<file path="src/rtl/core/ogii_pkg.sv">
// shared types, constants and helpers for the oriented gradient integral image block
`timescale 1ns / 1ps
package ogii_pkg;

    localparam int NBINS = 9;
    localparam int SUM_W = 40;
    localparam int PIX_W = 16;
    localparam int CX_W  = 30;
    localparam int CZ_W  = 22;
    localparam int MAG_W = 22;
    localparam int ANG_W = 20;

    localparam logic [SUM_W-1:0]       SUM_MAX     = {SUM_W{1'b1}};
    localparam logic signed [CZ_W-1:0] ANG_PI      = 22'sd589824;
    localparam logic signed [CZ_W-1:0] ANG_HALF_PI = 22'sd294912;
    localparam logic [23:0]            KINV_Q24    = 24'd10188014;

    typedef logic [NBINS-1:0][SUM_W-1:0] t_sums;

    // configuration register indexes
    typedef enum logic {
        REG_IMAGE_WIDTH  = 1'b0,
        REG_IMAGE_HEIGHT = 1'b1
    } t_reg_idx;

    // request into the cordic unit
    typedef struct packed {
        logic                   start;
        logic signed [CX_W-1:0] x;
        logic signed [CX_W-1:0] y;
        logic signed [CZ_W-1:0] z;
    } t_cord_req;

    // result from the cordic unit
    typedef struct packed {
        logic                   done;
        logic signed [CX_W-1:0] x;
        logic signed [CZ_W-1:0] z;
    } t_cord_rsp;

    // arctangent of 2^-i in bin units with 16 fraction bits
    function automatic logic signed [CZ_W-1:0] atan_bins(input logic [4:0] idx);
        logic signed [CZ_W-1:0] v;
        case (idx)
            5'd0:    v = 22'sd147456;
            5'd1:    v = 22'sd87048;
            5'd2:    v = 22'sd45994;
            5'd3:    v = 22'sd23347;
            5'd4:    v = 22'sd11719;
            5'd5:    v = 22'sd5865;
            5'd6:    v = 22'sd2933;
            5'd7:    v = 22'sd1467;
            5'd8:    v = 22'sd733;
            5'd9:    v = 22'sd367;
            5'd10:   v = 22'sd183;
            5'd11:   v = 22'sd92;
            5'd12:   v = 22'sd46;
            5'd13:   v = 22'sd23;
            5'd14:   v = 22'sd11;
            5'd15:   v = 22'sd6;
            5'd16:   v = 22'sd3;
            5'd17:   v = 22'sd1;
            5'd18:   v = 22'sd1;
            default: v = 22'sd0;
        endcase
        return v;
    endfunction

    // saturating add of two sums
    function automatic logic [SUM_W-1:0] sat_add(input logic [SUM_W-1:0] a,
                                                 input logic [SUM_W-1:0] b);
        logic [SUM_W:0] s;
        s = {1'b0, a} + {1'b0, b};
        return s[SUM_W] ? SUM_MAX : s[SUM_W-1:0];
    endfunction

endpackage

</file>
<file path="src/rtl/core/ogii_cordic.sv">
// iterative vectoring cordic, one micro-rotation per cycle
`timescale 1ns / 1ps
module ogii_cordic #(
    parameter int STAGES = 16
) (
    input  logic                  i_clk,
    input  logic                  i_rst_n,
    input  ogii_pkg::t_cord_req   i_req,
    output ogii_pkg::t_cord_rsp   o_rsp
);
    localparam int IW = (STAGES > 1) ? $clog2(STAGES) : 1;

    logic signed [ogii_pkg::CX_W-1:0] r_x, r_y, sx, sy;
    logic signed [ogii_pkg::CZ_W-1:0] r_z, atan;
    logic [IW-1:0] r_i;
    logic r_busy, r_done;

    // shifted terms and table angle for this step
    assign sx   = r_x >>> r_i;
    assign sy   = r_y >>> r_i;
    assign atan = ogii_pkg::atan_bins(5'(r_i));

    // control
    always_ff @(posedge i_clk) begin
        if (!i_rst_n) begin
            r_busy <= 1'b0;
            r_done <= 1'b0;
            r_i    <= '0;
        end else begin
            r_done <= 1'b0;
            if (i_req.start) begin
                r_busy <= 1'b1;
                r_i    <= '0;
            end else if (r_busy) begin
                if (r_i == IW'(STAGES - 1)) begin
                    r_busy <= 1'b0;
                    r_done <= 1'b1;
                end else begin
                    r_i <= r_i + 1'b1;
                end
            end
        end
    end

    // rotation datapath
    always_ff @(posedge i_clk) begin
        if (i_req.start) begin
            r_x <= i_req.x;
            r_y <= i_req.y;
            r_z <= i_req.z;
        end else if (r_busy) begin
            if (!r_y[ogii_pkg::CX_W-1]) begin
                r_x <= r_x + sy;
                r_y <= r_y - sx;
                r_z <= r_z + atan;
            end else begin
                r_x <= r_x - sy;
                r_y <= r_y + sx;
                r_z <= r_z - atan;
            end
        end
    end

    assign o_rsp.done = r_done;
    assign o_rsp.x    = r_x;
    assign o_rsp.z    = r_z;
endmodule

</file>
<file path="config.mk">
export PLATFORM = sky130hd
export DESIGN_NAME = ogii_cordic
export DESIGN_NICKNAME = d
export VERILOG_FILES = /design/src/rtl/core/ogii_pkg.sv /design/src/rtl/core/ogii_cordic.sv
export SDC_FILE = /design/constraint.sdc
export NUM_CORES = 1
export LEC_CHECK = 0
export ABC_AREA = 1
export BUFFER_PORTS_ARGS = -buffer_cell sky130_fd_sc_hd__buf_4
export CORE_ASPECT_RATIO = 1.4
export CORE_MARGIN = 2
export CORE_UTILIZATION = 45
export CTS_BUF_LIST = sky130_fd_sc_hd__clkbuf_8
export DETAILED_ROUTE_END_ITERATION = 8
export PLACE_DENSITY = 0.65
export RECOVER_POWER = 100
export SETUP_SLACK_MARGIN = 0.15
export SKIP_LAST_GASP = 1
export SYNTH_ARGS = -nofsm -noshare
export SYNTH_HDL_FRONTEND = slang
export SYNTH_SLANG_ARGS = --single-unit
</file>
<file path="constraint.sdc">
create_clock -name i_clk -period 4.02 [get_ports i_clk]
set_input_delay 0.402 -clock i_clk [delete_from_list [all_inputs] [get_ports i_clk]]
set_output_delay 0.402 -clock i_clk [all_outputs]
set_load 0.02 [all_outputs]
</file>
==> run summary, run 1 <==
Synthesized Nets - 2397
Synth Area in XOR/XNOR - 0.04607
Required @ worst endpoint - 4240 ps
First-pass GRT wire length - 82480 um
GR Util All Layers - 0.3297
DRT iter0 DRCs - 1274
Fin nets - 2919
Final Slew Violations - 0
# DRC - 0
# IOs - 138
Diode count - 0
Number of flops mapped to enable cells by yosys - 82
Num rows - 75
Worst Hold Class - input port to flop
Clock Pin Slew Worst Setup and Hold Paths - 150 ps
Largest net degree at the start of global routing - 83
Drt total wl - 57880 um
Synth Area in Compound Gates - 0.1204
Final setup fails - 14
Root buffer cell - clkbuf_8
CP Class - flop to flop
Worst path max stage delay - 450 ps
Yosys top cell by area - nand2_1
DR pass1 iterations - 8
Layout area overhead - 55.30%
DP Area - 17850 um^2
Post-Syn Area - 13690 um^2
Worst-Skew Late Latency - 470 ps
Total gr overflow - 0
Dominant cells by area after synthesis - nand2_1 (19%), edfxtp_1 (18%), nand3_1 (13%), ha_1 (8.8%), inv_1 (4.6%)
Crit path DAT - 4390 ps
Sink Count - 106
Max-Cap Viols - 0
H-tree levels - 3
Via density - 5.612
Antenna violations before repair - 0
CP Capture Type - flop
Largest family of logic cells by synthesized area - simple AND/OR/NAND/NOR gates
Primary FF master, synth - edfxtp_1
Clock Path Buffers - 2
DRT antenna net count - 0
Sequential element share of the synthesized area - 0.2150
Vias in the first global route - 16664
Failing checks - setup timing
HPWL after detailed placement - 41490 um
Die area - 31850 um^2
Yosys reg bits - 106
Yosys cell types - 49
Crit path max-delay cell type - dfxtp_4
Core ar. - 29940 um^2
Initial core utilization - 0.4572
Warnings, synthesis - 0
IO buf count - 137
Design area - 21260 um^2
Share of cells above drive strength 1 - 0.4153
Unrepaired setup endpoints after global routing - true
CP max FO - 15
Top cell by count, worst path - nand2_2
Final Wtd Congestion - 0.9761
Setup Skew - 22.37 ps
Placed cell count - 3029
Slew headroom - 0.4511
Die height - 210.4 um
Final worst path period need - 4174 ps
Cells after Synth - 2213
Routed wire per std cell - 18.52 um
Outcome - finished, violations left
Final hold violations - 0
CP Launch Type - flop
Adder-cell area share of the yosys netlist - 0.09215
Worst-margin pin slew - 817.1 ps
Fmax - 239.6 MHz
Post-layout util - 0.7101
Die width - 151.4 um
Max IR drop VDD - 865.3 uV
Total number of vias - 17537
Setup ws final - -153.8 ps
Async set or reset register ratio after synthesis - 0
CTS tree - done
Fin crit share - 1.038
Multiplexer share of the synthesized area - 0
CTS Buf Count - 9
Post-Syn Area per Cell - 6.185 um^2
PwrDens - 1118 nW/um^2
Leakage - 10.19 nW
Non-Filler Instances - 3125
Share of the synthesized area in the top cell type - 0.1917
Synth Area in Simple Gates - 0.4482
[area by class of cell]
cell class | instances | area (um^2)
Clock buffer | 9 | 123.9
Sequential cell | 106 | 2954
Inverter | 183 | 705.7
Timing Repair Buffer | 591 | 4972
Clock inverter | 7 | 91.34
Tap cell | 385 | 481.7
Multi-Input combinational cell | 1844 | 11930
Fill cell | 2494 | 8680
[metrics by stage]
stage / TNS (ps) / setup WS [ps] / power (mW) / hold WS [ps]
3_5_place_dp: -5603 / -368.8 / 18.38 / 542.7
3_3_place_gp: -4771 / -360.7 / 18.20 / 538.0
5_1_grt: -4869 / -324.4 / 25.45 / 185.5
6_report: -705.8 / -153.8 / 23.76 / 189.4
2_1_floorplan: 0 / 171.3 / 11.04 / 451.1
4_1_cts: -122.3 / -26.88 / 20.44 / 160.8
[synth_stat cells (25+ instances only)]
master    count
a21oi_1     107
buf_2        27
clkbuf_1     27
edfxtp_1     82
ha_1         96
inv_1       169
nand2_1     699
nand3_1     356
nor2_1      163
nor3_1       25
o21ai_0     100
or2_2        43
xnor2_1      27
xor2_1       45
[placed cells by master (no fill, tap or decap), drive strengths merged, types with 7 or more instances in the layout]
master and n:
nand2 725, buf 581, nand3 370, inv 183, nor2 182, o21ai 113, a21oi 110, ha 96
edfxtp 82, xor2 45, or2 43, nor3 28, xnor2 27, dfxtp 24, nand4 20, clkbuf 19
a31oi 13, a21o 10, o21bai 10, o21a 9, nand3b 7
[timing repair]
| item | 4_1_cts | 5_1_grt |
|---|---|---|
| pin swaps | 60 | 127 |
| endpoints found under the setup margin | 43 | 49 |
| buffers inserted | 19 | 51 |
| gates cloned | 1 | 9 |
| gates resized for setup | 176 | 385 |
| hold buffers | 0 | 0 |
[power breakdown]
group,internal [mW],switching [mW],total [mW]
sequential,1.82,0.670,2.49
combinational,9.69,10.8,20.5
clock,0.255,0.561,0.815
total,11.8,12.0,23.8
[kinds of logic after synthesis]
family	count (synthesis)
flip-flops	106
buffers and inverters	263
AO/OA/AOI/OAI	291
AND/OR/NAND/NOR	1382
adder cells (fa/ha/maj)	99
XOR/XNOR	72
[per-layer routing]
layer,GRT usage,routed length (um),vias to the layer above
met5,0,0,-
met4,0.1985,4516,0
met3,0.04026,3077,268
met2,0.5848,28770,669
met1,0.3718,21520,8149
li1,-,-,8451
[registers in the layout (all words and copies together), names as in the netlist]
name    flops
r_busy      1
r_i         4
r_z        22
r_x        30
r_y        30
atan       18
r_done      1
[final timing paths]
kind	startpoint	endpoint	slack [ps]	depth (start not counted)
setup reg to reg	r_i[0]	r_x[25]	-150	29
hold / removal	i_rst_n	r_busy	190	3
hold reg to reg	r_i[3]	r_done	560	2
setup / recovery	r_i[0]	r_x[25]	-150	29
[worst max-delay path, delay by kind of cell, from the launching register on]
family                     cells  cell delay (ps)
AOI/OAI and AO/OA              2              170
xor gates and xnor gates       1              110
adders and majority gates      1              360
buffers and inverters          5              570
DFF                            1              450
and+or+nand+nor               20             2250
Note: power is estimated with default switching activity, not from simulation.
==> run 2, diff against run 1 <==
--- a/config.mk
+++ b/config.mk
@@ -14,6 +14,7 @@
 export DETAILED_ROUTE_END_ITERATION = 8
 export PLACE_DENSITY = 0.65
 export RECOVER_POWER = 100
+export REMOVE_ABC_BUFFERS = 1
 export SETUP_SLACK_MARGIN = 0.15
 export SKIP_LAST_GASP = 1
 export SYNTH_ARGS = -nofsm -noshare
==> run 2 against run 1 <==
The run still ends with setup timing left. Utilization down 0.29 points. Maximum frequency down 1.9%. Sequential share of layout area about the same. Die area unchanged. First-iteration DRC count up 14%. Wire length up 3.4%. Non-clock buffer count down 20. Total power down 1.4%. Clock skew about the same. Sequential cell count unchanged. Final cell count down 0.64%. Worst setup slack worse by 81 ps. Critical path type unchanged.
==> run summary, run 2 (synthesized netlist as in run 1, its figures left out) <==
Outcome - finished, violations left
Failing checks - setup timing
DRT antenna net count - 0
Design area - 21170 um^2
Pre-CTS WS - -276.1 ps
Num rows - 75
Required @ worst endpoint - 4260 ps
Hold Crit Depth - 3
CTS Hold Bufs - 0
Routed wire per std cell - 19.28 um
Final hold violations - 0
First-pass GRT wire length - 84880 um
Fin nets - 2899
Root buffer cell - clkbuf_8
Unrepaired setup endpoints after global routing - true
Final setup fails - 24
Sink Count - 106
# DRC - 0
Largest registers - r_x: 30 flops, r_y: 30 flops, r_z: 22 flops
Post-layout util - 0.7071
GR Layer Usage met3 - 0.04307
H-tree levels - 3
PwrDens - 1107 nW/um^2
Fillers - 2564
Diode count - 0
DRT iter0 DRCs - 1458
Grt met1 use - 0.3811
Worst r2r path cells - 29
Die height - 210.4 um
Worst path max stage delay - 440 ps
Drt total wl - 59850 um
Met2 usage - 0.6240
Share of cells above drive strength 1 - 0.4188
HPWL after detailed placement - 42450 um
Leakage - 9.916 nW
Total number of vias - 17662
Core ar. - 29940 um^2
IO buf count - 137
CTS Buf Count - 9
Die area - 31850 um^2
Top cell by count, worst path - nand2_1
CP Capture Type - flop
DP Area - 17530 um^2
Layout area overhead - 54.66%
Area of the multi-input gates - 12290 um^2
DR pass1 iterations - 5
Die width - 151.4 um
Worst-Skew Late Latency - 480 ps
CTS tree - done
Max IR drop VDD - 801.1 uV
Final Wtd Congestion - 0.9469
Fin crit share - 1.058
Final Slew Violations - 0
Crit path max-delay cell type - dfxtp_4
Antenna violations before repair - 1
Layer with the highest usage - met2
Initial core utilization - 0.4572
CP Class - flop to flop
Worst Hold Class - input port to flop
Setup ws final - -234.4 ps
Via density - 5.688
Total gr overflow - 0
Crit path DAT - 4490 ps
Vias in the first global route - 16786
# IOs - 138
Most common cell after layout, fill and taps aside - nand2_1
Setup Skew - 22.29 ps
Slew headroom - 0.1952
GR Util All Layers - 0.3402
CP Launch Type - flop
Storage element area - 2952 um^2
Clock Path Buffers - 2
CP max FO - 7
Max-Cap Viols - 0
Final worst path period need - 4254 ps
Fmax - 235.1 MHz
Largest net degree at the start of global routing - 61
Clock Pin Slew Worst Setup and Hold Paths - 140 ps
Commonest non-fill, non-tap cells in the layout - nand2_1 (565), buf_4 (457), nand3_1 (204)
Worst-margin pin slew - 1207 ps
-- run 2: critical path, delay by kind of cell (launching register included) --
family	cells	cell delay, ps
simple gates	18	1870
xor+xnor	1	120
compound gates	3	440
flops	1	440
buf+inv	6	730
fa+ha+maj	1	380
-- run 2: cell type report --
type | instances | area share
Inverter | 183 | 0.03363
Multi-Input combinational cell | 1844 | 0.5804
Clock inverter | 7 | 0.003487
Sequential cell | 106 | 0.1394
Tap cell | 385 | 0.02276
Timing Repair Buffer | 571 | 0.2144
Clock buffer | 9 | 0.005852
-- run 2: metal layers --
| layer | share of wire | up-vias |
|---|---|---|
| met3 | 0.063 | 281 |
| met2 | 0.51 | 735 |
| li1 | - | 8425 |
| met1 | 0.36 | 8219 |
| met5 | 0.00025 | - |
| met4 | 0.067 | 2 |
-- run 2: path summary, 6_finish.rpt --
| kind | startpoint | end | slack [ps] |
|---|---|---|---|
| worst min register to register | r_busy | r_done | 570 |
| worst min-delay path | i_req[45] | r_y[23] | 180 |
| worst max-delay path | r_i[0] | r_x[26] | -230 |
| worst max register to register | r_i[0] | r_x[26] | -230 |
-- run 2: repair_timing --
action	in CTS	in global routing
gates resized for setup	164	494
pin swaps	50	157
setup endpoints to repair	39	49
cloned	2	9
setup buffers	29	49
-- run 2: through the flow --
| step | hold WS (ps) | total power, mW | TNS (ps) | cells |
|---|---|---|---|---|
| 5_1_grt | 177.2 | 25.15 | -8848 | 3105 |
| 3_3_place_gp | 557.4 | 17.69 | -2299 | 3000 |
| 2_1_floorplan | 451.1 | 10.98 | -53140 | 2133 |
| 4_1_cts | 175.7 | 19.89 | -222.1 | 3047 |
| 3_5_place_dp | 557.6 | 17.85 | -2821 | 3000 |
| 6_report | 182.2 | 23.43 | -2222 | 3105 |
-- run 2: power breakdown --
part / total, mW / internal [mW] / leakage (nW) / switching (mW)
clock network: 0.794 / 0.248 / 0.101 / 0.546
registers: 2.49 / 1.82 / 1.03 / 0.664
logic: 20.1 / 9.29 / 8.78 / 10.9
